==> src/rtl/epoch_seconds_to_utc_calendar_unit_defines.svh <==
// assertion macros for the epoch seconds to utc calendar unit
// depends on nothing; users supply clk and arst_n in scope
`ifndef EPOCH_SECONDS_TO_UTC_CALENDAR_UNIT_DEFINES_SVH
`define EPOCH_SECONDS_TO_UTC_CALENDAR_UNIT_DEFINES_SVH
`ifndef SYNTH
`define ESUC_ASSERT(lbl, prop) \
	lbl: assert property (@(posedge clk) disable iff (!arst_n) (prop)) \
		else $error("assertion failed");
`define ESUC_ASSERT_IMPL(lbl, ante, cons) \
	lbl: assert property (@(posedge clk) disable iff (!arst_n) (ante) |-> (cons)) \
		else $error("assertion failed");
`else
`define ESUC_ASSERT(lbl, prop)
`define ESUC_ASSERT_IMPL(lbl, ante, cons)
`endif
`endif

==> src/rtl/esuc_pkg.sv <==
// constants for the epoch seconds to utc calendar unit
// depends on nothing
`default_nettype none
package esuc_pkg;
	localparam int SECONDS_BITS = 40;
	localparam int LATENCY = 15;
	// day count offset: shifts to 0000-03-01 plus 44 whole 400-year eras
	localparam longint DAY_OFFS = 64'd719468 + 64'd146097 * 64'd44;
	localparam longint SEC_OFFS = DAY_OFFS * 64'd86400;
	localparam int YEAR_BIAS = 44 * 400 + 1900;

	function automatic logic [8:0] month_start(input logic [3:0] mp);
		logic [8:0] r;
		unique case (mp)
			4'd0: r = 9'd0;
			4'd1: r = 9'd31;
			4'd2: r = 9'd61;
			4'd3: r = 9'd92;
			4'd4: r = 9'd122;
			4'd5: r = 9'd153;
			4'd6: r = 9'd184;
			4'd7: r = 9'd214;
			4'd8: r = 9'd245;
			4'd9: r = 9'd275;
			4'd10: r = 9'd306;
			4'd11: r = 9'd337;
			default: r = 9'd0;
		endcase
		return r;
	endfunction
endpackage
`default_nettype wire

==> src/rtl/epoch_seconds_to_utc_calendar_unit.sv <==
// epoch seconds to utc calendar: fifteen stage pipeline
// from the start transfer to done, one item per cycle
// throughput; the deepest stage is one narrow constant multiply plus add
// busy stays low; the result is on the ports for one cycle with done high
// arst_n clears all valid bits; payload registers are not reset
// depends on esuc_pkg and epoch_seconds_to_utc_calendar_unit_defines.svh
`default_nettype none
`include "epoch_seconds_to_utc_calendar_unit_defines.svh"
module epoch_seconds_to_utc_calendar_unit (
	input  logic clk,
	input  logic arst_n,
	input  logic start,
	output logic busy,
	input  logic signed [esuc_pkg::SECONDS_BITS-1:0] epoch_seconds,
	output logic done,
	output logic [5:0] second_of_minute,
	output logic [5:0] minute_of_hour,
	output logic [4:0] hour_of_day,
	output logic [4:0] day_of_month,
	output logic [3:0] month_index,
	output logic signed [15:0] years_since_1900,
	output logic [2:0] weekday,
	output logic [8:0] day_of_year
);
	import esuc_pkg::*;

	// valid bit per stage, travels with the data
	logic [LATENCY:1] vld_q;

	always_ff @(posedge clk or negedge arst_n) begin
		if (!arst_n) begin
			vld_q <= '0;
		end else begin
			vld_q <= {vld_q[LATENCY-1:1], start};
		end
	end

	assign busy = 1'b0;
	assign done = vld_q[LATENCY];

	// s1: bias seconds so the value is never negative; bias is whole days
	logic [40:0] u_s1;
	always_ff @(posedge clk) begin
		u_s1 <= {epoch_seconds[SECONDS_BITS-1], epoch_seconds} + SEC_OFFS[40:0];
	end

	// 86400 = 128 * 675; divide u>>7 by 675 in two chunks of 17 bits
	// s2: estimate of high chunk quotient
	logic [24:0] p_vh;
	logic [7:0]  qh0_s2;
	logic [16:0] vh_s2, vl_s2;
	logic [6:0]  lo_s2;
	assign p_vh = u_s1[40:24] * 8'd194;
	always_ff @(posedge clk) begin
		qh0_s2 <= p_vh[24:17];
		vh_s2  <= u_s1[40:24];
		vl_s2  <= u_s1[23:7];
		lo_s2  <= u_s1[6:0];
	end

	// s3: correct the high chunk
	logic [16:0] rh0;
	logic [7:0]  qh_s3;
	logic [9:0]  rh_s3;
	logic [16:0] vl_s3;
	logic [6:0]  lo_s3;
	assign rh0 = vh_s2 - 17'(qh0_s2 * 10'd675);
	always_ff @(posedge clk) begin
		if (rh0 >= 17'd675) begin
			qh_s3 <= qh0_s2 + 8'd1;
			rh_s3 <= 10'(rh0 - 17'd675);
		end else begin
			qh_s3 <= qh0_s2;
			rh_s3 <= rh0[9:0];
		end
		vl_s3 <= vl_s2;
		lo_s3 <= lo_s2;
	end

	// s4: estimate of low chunk quotient, remainder of high chunk carried in
	logic [26:0] w_c;
	logic [44:0] p_w;
	logic [16:0] q20_s4;
	logic [26:0] w_s4;
	logic [7:0]  qh_s4;
	logic [6:0]  lo_s4;
	assign w_c = {rh_s3, vl_s3};
	assign p_w = w_c * 18'd198841;
	always_ff @(posedge clk) begin
		q20_s4 <= p_w[43:27];
		w_s4   <= w_c;
		qh_s4  <= qh_s3;
		lo_s4  <= lo_s3;
	end

	// s5: day number and second of day
	logic [26:0] rw0;
	logic [24:0] zz_s5;
	logic [16:0] rem_s5;
	assign rw0 = w_s4 - 27'(q20_s4 * 10'd675);
	always_ff @(posedge clk) begin
		if (rw0 >= 27'd675) begin
			zz_s5  <= {qh_s4, 17'(q20_s4 + 17'd1)};
			rem_s5 <= {10'(rw0 - 27'd675), lo_s4};
		end else begin
			zz_s5  <= {qh_s4, q20_s4};
			rem_s5 <= {rw0[9:0], lo_s4};
		end
	end

	// s6: estimates of era, weekday and hour
	logic [24:0] x7_c;
	logic [47:0] p_wd;
	logic [32:0] p_era;
	logic [22:0] p_hr;
	logic [22:0] wq0_s6;
	logic [7:0]  era0_s6;
	logic [4:0]  hr0_s6;
	logic [24:0] x7_s6, zz_s6;
	logic [16:0] rem_s6;
	assign x7_c  = zz_s5 + 25'd3;
	assign p_wd  = x7_c * 23'd4793490;
	assign p_era = zz_s5 * 8'd229;
	assign p_hr  = rem_s5 * 6'd36;
	always_ff @(posedge clk) begin
		wq0_s6  <= p_wd[47:25];
		era0_s6 <= p_era[32:25];
		hr0_s6  <= p_hr[21:17];
		x7_s6   <= x7_c;
		zz_s6   <= zz_s5;
		rem_s6  <= rem_s5;
	end

	// s7: corrections: weekday, era and day of era, hour and second of hour
	logic [24:0] wr0, de0;
	logic [16:0] rs0;
	logic [2:0]  wd_s7;
	logic [7:0]  era_s7;
	logic [17:0] doe_s7;
	logic [4:0]  hr_s7;
	logic [11:0] rs_s7;
	assign wr0 = x7_s6 - 25'(wq0_s6 * 3'd7);
	assign de0 = zz_s6 - 25'(era0_s6 * 18'd146097);
	assign rs0 = rem_s6 - 17'(hr0_s6 * 12'd3600);
	always_ff @(posedge clk) begin
		wd_s7 <= (wr0 >= 25'd7) ? 3'(wr0 - 25'd7) : wr0[2:0];
		if (de0 >= 25'd146097) begin
			era_s7 <= era0_s6 + 8'd1;
			doe_s7 <= 18'(de0 - 25'd146097);
		end else begin
			era_s7 <= era0_s6;
			doe_s7 <= de0[17:0];
		end
		if (rs0 >= 17'd3600) begin
			hr_s7 <= hr0_s6 + 5'd1;
			rs_s7 <= 12'(rs0 - 17'd3600);
		end else begin
			hr_s7 <= hr0_s6;
			rs_s7 <= rs0[11:0];
		end
	end

	// s8: estimates for the 4/100/400 year terms and the minute
	logic [25:0] p_a;
	logic [20:0] p_b;
	logic [18:0] p_m;
	logic [7:0]  a0_s8;
	logic [2:0]  b0_s8;
	logic        c_s8;
	logic [5:0]  mn0_s8;
	logic [17:0] doe_s8;
	logic [11:0] rs_s8;
	logic [7:0]  era_s8;
	logic [2:0]  wd_s8;
	logic [4:0]  hr_s8;
	assign p_a = doe_s7 * 8'd179;
	assign p_b = doe_s7 * 3'd7;
	assign p_m = rs_s7 * 7'd68;
	always_ff @(posedge clk) begin
		a0_s8  <= p_a[25:18];
		b0_s8  <= p_b[20:18];
		c_s8   <= (doe_s7 == 18'd146096);
		mn0_s8 <= p_m[17:12];
		doe_s8 <= doe_s7;
		rs_s8  <= rs_s7;
		era_s8 <= era_s7;
		wd_s8  <= wd_s7;
		hr_s8  <= hr_s7;
	end

	// s9: corrections of those terms, minute and second
	logic [17:0] ra0, rb0;
	logic [11:0] rm0;
	logic [7:0]  a_s9;
	logic [2:0]  b_s9;
	logic        c_s9;
	logic [5:0]  mn_s9, sc_s9;
	logic [17:0] doe_s9;
	logic [7:0]  era_s9;
	logic [2:0]  wd_s9;
	logic [4:0]  hr_s9;
	assign ra0 = doe_s8 - 18'(a0_s8 * 11'd1460);
	assign rb0 = doe_s8 - 18'(b0_s8 * 16'd36524);
	assign rm0 = rs_s8 - 12'(mn0_s8 * 6'd60);
	always_ff @(posedge clk) begin
		a_s9 <= (ra0 >= 18'd1460) ? a0_s8 + 8'd1 : a0_s8;
		b_s9 <= (rb0 >= 18'd36524) ? b0_s8 + 3'd1 : b0_s8;
		c_s9 <= c_s8;
		if (rm0 >= 12'd60) begin
			mn_s9 <= mn0_s8 + 6'd1;
			sc_s9 <= 6'(rm0 - 12'd60);
		end else begin
			mn_s9 <= mn0_s8;
			sc_s9 <= rm0[5:0];
		end
		doe_s9 <= doe_s8;
		era_s9 <= era_s8;
		wd_s9  <= wd_s8;
		hr_s9  <= hr_s8;
	end

	// s10: day of era folded to a 365-day year count
	logic [17:0] t_s10, doe_s10;
	logic [7:0]  era_s10;
	logic [2:0]  wd_s10;
	logic [4:0]  hr_s10;
	logic [5:0]  mn_s10, sc_s10;
	always_ff @(posedge clk) begin
		t_s10   <= doe_s9 - 18'(a_s9) + 18'(b_s9) - 18'(c_s9);
		doe_s10 <= doe_s9;
		era_s10 <= era_s9;
		wd_s10  <= wd_s9;
		hr_s10  <= hr_s9;
		mn_s10  <= mn_s9;
		sc_s10  <= sc_s9;
	end

	// s11: year of era estimate
	logic [27:0] p_y;
	logic [8:0]  yoe0_s11;
	logic [17:0] t_s11, doe_s11;
	logic [7:0]  era_s11;
	logic [2:0]  wd_s11;
	logic [4:0]  hr_s11;
	logic [5:0]  mn_s11, sc_s11;
	assign p_y = t_s10 * 10'd718;
	always_ff @(posedge clk) begin
		yoe0_s11 <= p_y[26:18];
		t_s11    <= t_s10;
		doe_s11  <= doe_s10;
		era_s11  <= era_s10;
		wd_s11   <= wd_s10;
		hr_s11   <= hr_s10;
		mn_s11   <= mn_s10;
		sc_s11   <= sc_s10;
	end

	// s12: year of era correction
	logic [17:0] ry0;
	logic [8:0]  yoe_s12;
	logic [17:0] doe_s12;
	logic [7:0]  era_s12;
	logic [2:0]  wd_s12;
	logic [4:0]  hr_s12;
	logic [5:0]  mn_s12, sc_s12;
	assign ry0 = t_s11 - 18'(yoe0_s11 * 9'd365);
	always_ff @(posedge clk) begin
		yoe_s12 <= (ry0 >= 18'd365) ? yoe0_s11 + 9'd1 : yoe0_s11;
		doe_s12 <= doe_s11;
		era_s12 <= era_s11;
		wd_s12  <= wd_s11;
		hr_s12  <= hr_s11;
		mn_s12  <= mn_s11;
		sc_s12  <= sc_s11;
	end

	// s13: day of the march-based year
	logic [1:0]  hund;
	logic [17:0] doy_c;
	logic [8:0]  doy_s13, yoe_s13;
	logic [7:0]  era_s13;
	logic [2:0]  wd_s13;
	logic [4:0]  hr_s13;
	logic [5:0]  mn_s13, sc_s13;
	always_comb begin
		priority if (yoe_s12 >= 9'd300) hund = 2'd3;
		else if (yoe_s12 >= 9'd200) hund = 2'd2;
		else if (yoe_s12 >= 9'd100) hund = 2'd1;
		else hund = 2'd0;
	end
	assign doy_c = doe_s12 - 18'(yoe_s12 * 9'd365) - 18'(yoe_s12[8:2]) + 18'(hund);
	always_ff @(posedge clk) begin
		doy_s13 <= doy_c[8:0];
		yoe_s13 <= yoe_s12;
		era_s13 <= era_s12;
		wd_s13  <= wd_s12;
		hr_s13  <= hr_s12;
		mn_s13  <= mn_s12;
		sc_s13  <= sc_s12;
	end

	// s14: march-based month by comparing against month starts
	logic [3:0] mp_c;
	logic [3:0] mp_s14;
	logic [8:0] doy_s14, yoe_s14;
	logic [7:0] era_s14;
	logic [2:0] wd_s14;
	logic [4:0] hr_s14;
	logic [5:0] mn_s14, sc_s14;
	always_comb begin
		mp_c = 4'd0;
		for (int k = 1; k < 12; k++) begin
			mp_c = mp_c + 4'(doy_s13 >= month_start(4'(k)));
		end
	end
	always_ff @(posedge clk) begin
		mp_s14  <= mp_c;
		doy_s14 <= doy_s13;
		yoe_s14 <= yoe_s13;
		era_s14 <= era_s13;
		wd_s14  <= wd_s13;
		hr_s14  <= hr_s13;
		mn_s14  <= mn_s13;
		sc_s14  <= sc_s13;
	end

	// s15: final fields; jan and feb belong to the next calendar year
	logic        jf;
	logic [8:0]  y400;
	logic        leap;
	logic [31:0] yr_c;
	logic [8:0]  yday_c;
	assign jf     = (mp_s14 >= 4'd10);
	assign y400   = yoe_s14 + 9'(jf);
	assign leap   = (y400[1:0] == 2'd0) &&
		!((y400 == 9'd100) || (y400 == 9'd200) || (y400 == 9'd300));
	assign yr_c   = 32'(y400) + 32'(era_s14) * 32'd400 - 32'(YEAR_BIAS);
	assign yday_c = jf ? 9'(doy_s14 - 9'd306) : 9'(doy_s14 + 9'd59 + 9'(leap));
	always_ff @(posedge clk) begin
		second_of_minute <= sc_s14;
		minute_of_hour   <= mn_s14;
		hour_of_day      <= hr_s14;
		day_of_month     <= 5'(doy_s14 - month_start(mp_s14) + 9'd1);
		month_index      <= jf ? 4'(mp_s14 - 4'd10) : 4'(mp_s14 + 4'd2);
		years_since_1900 <= yr_c[15:0];
		weekday          <= wd_s14;
		day_of_year      <= yday_c;
	end

	// checks
	`ESUC_ASSERT_IMPL(a_latency, start, ##15 done)
	`ESUC_ASSERT_IMPL(a_time_rng, done,
		(second_of_minute < 6'd60) && (minute_of_hour < 6'd60) && (hour_of_day < 5'd24))
	`ESUC_ASSERT_IMPL(a_date_rng, done,
		(day_of_month != 5'd0) && (month_index < 4'd12) && (weekday < 3'd7))
	`ESUC_ASSERT_IMPL(a_jan_yday, done && (month_index == 4'd0),
		day_of_year == 9'(day_of_month - 5'd1))
	`ESUC_ASSERT(a_no_busy, !busy)
endmodule
`default_nettype wire
==> config.mk <==
export PLATFORM = sky130hd
export DESIGN_NAME = epoch_seconds_to_utc_calendar_unit
export DESIGN_NICKNAME = d
export VERILOG_FILES = /design/src/rtl/esuc_pkg.sv /design/src/rtl/epoch_seconds_to_utc_calendar_unit.sv
export VERILOG_INCLUDE_DIRS = /design/src /design/src/rtl
export SDC_FILE = /design/constraint.sdc
export NUM_CORES = 2
export LEC_CHECK = 0
export BUFFER_PORTS_ARGS = -buffer_cell sky130_fd_sc_hd__buf_4
export CORE_MARGIN = 3
export CORE_UTILIZATION = 59
export DETAILED_ROUTE_END_ITERATION = 10
export PLACE_DENSITY_LB_ADDON = 0.15
export SLEW_MARGIN = 20
export SYNTH_ARGS = -nofsm -noshare
export SYNTH_HDL_FRONTEND = slang
export SYNTH_SLANG_ARGS = --single-unit
export TNS_END_PERCENT = 5
==> constraint.sdc <==
create_clock -name clk -period 6.9 [get_ports clk]
set_clock_uncertainty 0.05 [all_clocks]
set_input_delay 0.345 -clock clk [delete_from_list [all_inputs] [get_ports clk]]
set_output_delay 0.345 -clock clk [all_outputs]
set_load 0.02 [all_outputs]
==> impl_metrics.csv <==
group,metric,value,unit
route,drt_drc_violations_left,0,
grt,grt_util_met3,2.67,%
worst_setup_path,worst_r2r_path_depth,30,
synthesis,synth_flop_cell,"sky130_fd_sc_hd__dfxtp_1",
final_layout,filler_cell_count,9105,
synthesis,ys_ff_latch,839,
floorplanning,floorplan.rows,124,
worst_setup_path,worst-setup-path-type,"reg2reg",
floorplanning,die-width,346,um
worst_setup_path,worst_ep_arrival_time,7.23,ns
grt,global_route.peak_usage_layer,"met2",
worst_setup_path,worst_setup_path_end_kind,"register",
synthesis,synth.most_common_cell,"sky130_fd_sc_hd__ha_1",
grt,grt_start_max_net_pins,30,
route,antenna_left,0,
grt,number_of_antenna_violations_at_the_first_check_in_global_routing,1,
synthesis,postSynthCellCount,6597,
synthesis,avg_cell_area_syn,10.3,um^2
worst_hold_path,hold_class,"reg2reg",
placement,finalWeightedCongestion,0.903,
final_layout,synthToLayoutAreaGrowth,11.5,%
grt,globalRoute.totalOverflow,0,
clock_tree,tritoncts.num_buffers,92,
clock_tree,cts_tree,"built",
final_layout,antenna_cells_inserted,0,
final_layout,stdcell_count,8548,
sta,period_needed,6.72,ns
placement,buffer_ports.inserted,97,
synthesis,total_of_warnings_raised_by_yosys,0,
sta,transition_time_at_the_pin_with_the_least_slew_margin,0.837,ns
sta,timing.final.hold_violations,0,
grt,gr-usage-all-layers,23.6,%
sta,maxClockFrequency,149,MHz
placement,pre_cts_slack,-0.300,ns
synthesis,synth.distinct_cells,95,
clock_tree,cts_sinks,839,
floorplanning,top_level_ports,99,
grt,grt.met2_usage,42.7,%
placement,place_inst,8297,
grt,first_pass_grt_wire_length,233000,um
route,drt_first_pass_iters,5,
worst_setup_path,path_buf_inv,5,
clock_tree,root_buffer_cell,"sky130_fd_sc_hd__clkbuf_16",
final_layout,finish.net_count,9081,
sta,max_slew_margin,43.6,%
placement,place.detailed.hpwl,115000,um
worst_setup_path,crit_path_max_fanout,4,
sta,finalMaxSlewViolations,0,
route,initialDrtViolationCount,1749,
worst_setup_path,setup_slack_of_the_worst_register_to_register_path,0.18,ns
route,vias,45100,
floorplanning,core_area,115000,um^2
floorplanning,start_util,59.5,%
sta,fin_ws,0.180,ns
clock_tree,clk_latency,0.69,ns
sta,fin_crit_sh,97.4,%
synthesis,yosys-top-cells-area,"sky130_fd_sc_hd__ha_1 (25%), sky130_fd_sc_hd__dfxtp_1 (24%), sky130_fd_sc_hd__fa_1 (21%)",
sta,grt_setup_unrepaired,"true",
route,totalWireLength,138000,um
route,vias_per_cell,5.28,
synthesis,share_of_the_synthesized_area_in_the_top_cell_type,25.2,%
floorplanning,dieArea,120000,um^2
status,result_of_the_run,"finished, final reports clean",
synthesis,post_synth_most_frequent_cells,"sky130_fd_sc_hd__ha_1 (1,372), sky130_fd_sc_hd__inv_1 (1,347), sky130_fd_sc_hd__dfxtp_1 (824)",
worst_setup_path,worst_path_most_repeated_cell,"sky130_fd_sc_hd__fa_1",
worst_setup_path,r2r_start,"zz_s5[1]",
worst_setup_path,cpPeakStageDelay,0.55,ns
clock_tree,htree_num_levels,3,
worst_hold_path,worst_hold_path.endpoint,"era_s12[3]",
sta,setup-violations-final,0,
synthesis,yosysTopAreaCell,"sky130_fd_sc_hd__ha_1",
grt,number_of_global_route_vias_before_repair,47100,
synthesis,synth_async_sr_flop_share,1.79,%
worst_setup_path,cpMaxStageDelayCell,"sky130_fd_sc_hd__fa_1",
synthesis,mappedNetlistArea,68200,um^2
worst_hold_path,hold_path.startpoint,"era_s11[3]",
clock_tree,clk_path_buf_depth,3,
route,avgRoutedWirePerCell,16.1,um
synthesis,post_synth_edffs,0,
job,maxCapViolCount,0,
synthesis,synth_nets,8720,
final_layout,drive_above_1_share,7.59,%
worst_setup_path,timing.rr.end,"wq0_s6[21]",
worst_setup_path,crit_required,7.41,ns
clock_tree,cts.clk_slew.worst_paths,0.06,ns
worst_hold_path,min_path_cells,0,
grt,global_route.usage.met1,29.9,%
synthesis,synth_sequential_area_ratio,24.8,%
worst_setup_path,critical_path.startpoint_type,"register",
worst_setup_path,critPathTopFamily,"adder cells",
floorplanning,dieHeight,346,um
## what timing repair did
item	4_1_cts	5_1_grt
endpoints found under the setup margin	7	14
endpoints found under the hold margin	57	0
pin swaps	12	33
resized for setup	15	49
hold buffers	65	0
setup buffers	3	11
## area by class of cell
cell class                      count  area [um^2]  area share, %
Clock buffer                      113         2540           3.34
Clock inverter                     59          683          0.899
Inverter                         1348         5060           6.66
Multi-Input combinational cell   4373        46500           61.2
Sequential cell                   839        16900           22.2
Tap cell                         1512         1890           2.49
Timing Repair Buffer              304         2460           3.24
## per-stage QoR
step | utilization (%) | TNS (ns) | cell area (um^2) | hold slack [ns]
after floorplan | - | 0 | 68200 | -0.000591
after global placement | 62.5 | -0.423 | 71600 | 0.148
after detailed placement | 62.5 | -0.851 | 71600 | 0.153
after CTS | 66.0 | 0 | 75600 | 0.205
after global routing | 66.4 | -0.386 | 76000 | 0.219
final | 66.4 | 0 | 76000 | 0.253
## sequential cells by signal, indices dropped and copies added (netlist names), 15 cells and up, named ones only
register          cells
rem_s6               17
wq0_s6               23
years_since_1900     16
x7_s6                25
t_s11                18
t_s10                18
w_s4                 27
rem_s5               17
u_s1                 41
zz_s5                25
vld_q                15
doe_s9               18
vl_s2                17
doe_s8               18
vh_s2                17
doe_s7               18
q20_s4               17
zz_s6                25
vl_s3                17
## worst register-to-register path: cells and delay by family (launching register included)
kind	cells	cell delay, ns
compound gates	9	1.81
xor+xnor	2	0.26
fa+ha+maj	8	2.81
buf+inv	5	0.53
flops	1	0.34
simple gates	6	0.82
## cell families after synthesis
group / synth area share [%]
adder cells (fa/ha/maj): 46.0
AND/OR/NAND/NOR: 6.73
XOR/XNOR: 5.39
AO/OA/AOI/OAI: 8.93
multiplexers: 0.509
flip-flops: 24.8
other: 0.00550
buffers and inverters: 7.68
## layout by cell type (no fill, tap or decap), drive strengths merged, types with 14 or more instances in the layout
cell type	Yosys	final
a2111oi	16	16
a211oi	45	45
a21boi	22	22
a21o	81	81
a21oi	222	222
a31o	14	14
a31oi	29	29
and2	17	17
and3	34	34
buf	10	239
clkbuf	27	113
clkinv	1	19
clkinvlp	0	17
dfrtp	15	15
dfxtp	824	824
dlygate4sd3	0	65
fa	708	708
ha	1372	1372
inv	1347	1364
mux2i	20	20
nand2	200	200
nand2b	36	36
nand3	92	92
nand4	36	36
nor2	255	255
nor2b	53	53
nor3	81	81
nor4	15	15
o2111ai	16	16
o211ai	31	31
o21a	59	59
o21ai	179	179
o21bai	40	40
o31ai	17	17
or2	25	25
or3	27	27
xnor2	292	292
xor2	125	125
## worst max path at each step
stage / startpoint / endpoint / slack (ns) / cells past startpoint
5_1_grt: zz_s5[1] / wq0_s6[21] / -0.12 / 30
2_1_floorplan: zz_s5[2] / wq0_s6[22] / 0.04 / 28
3_5_place_dp: zz_s5[1] / wq0_s6[22] / -0.30 / 29
4_1_cts: zz_s5[1] / wq0_s6[21] / 0.002 / 29
6_report: zz_s5[1] / wq0_s6[21] / 0.18 / 30
3_3_place_gp: zz_s5[1] / wq0_s6[22] / -0.17 / 29
## per-layer routing
layer / wire length [um] / up-vias
li1: - / 22400
met1: 60800 / 21800
met2: 68900 / 672
met3: 4190 / 222
met4: 3740 / 0
met5: 0 / -
Power is left out: the tool's default activity adds up to more than one toggle a clock period on the data nets, which glitch-free logic cannot reach.
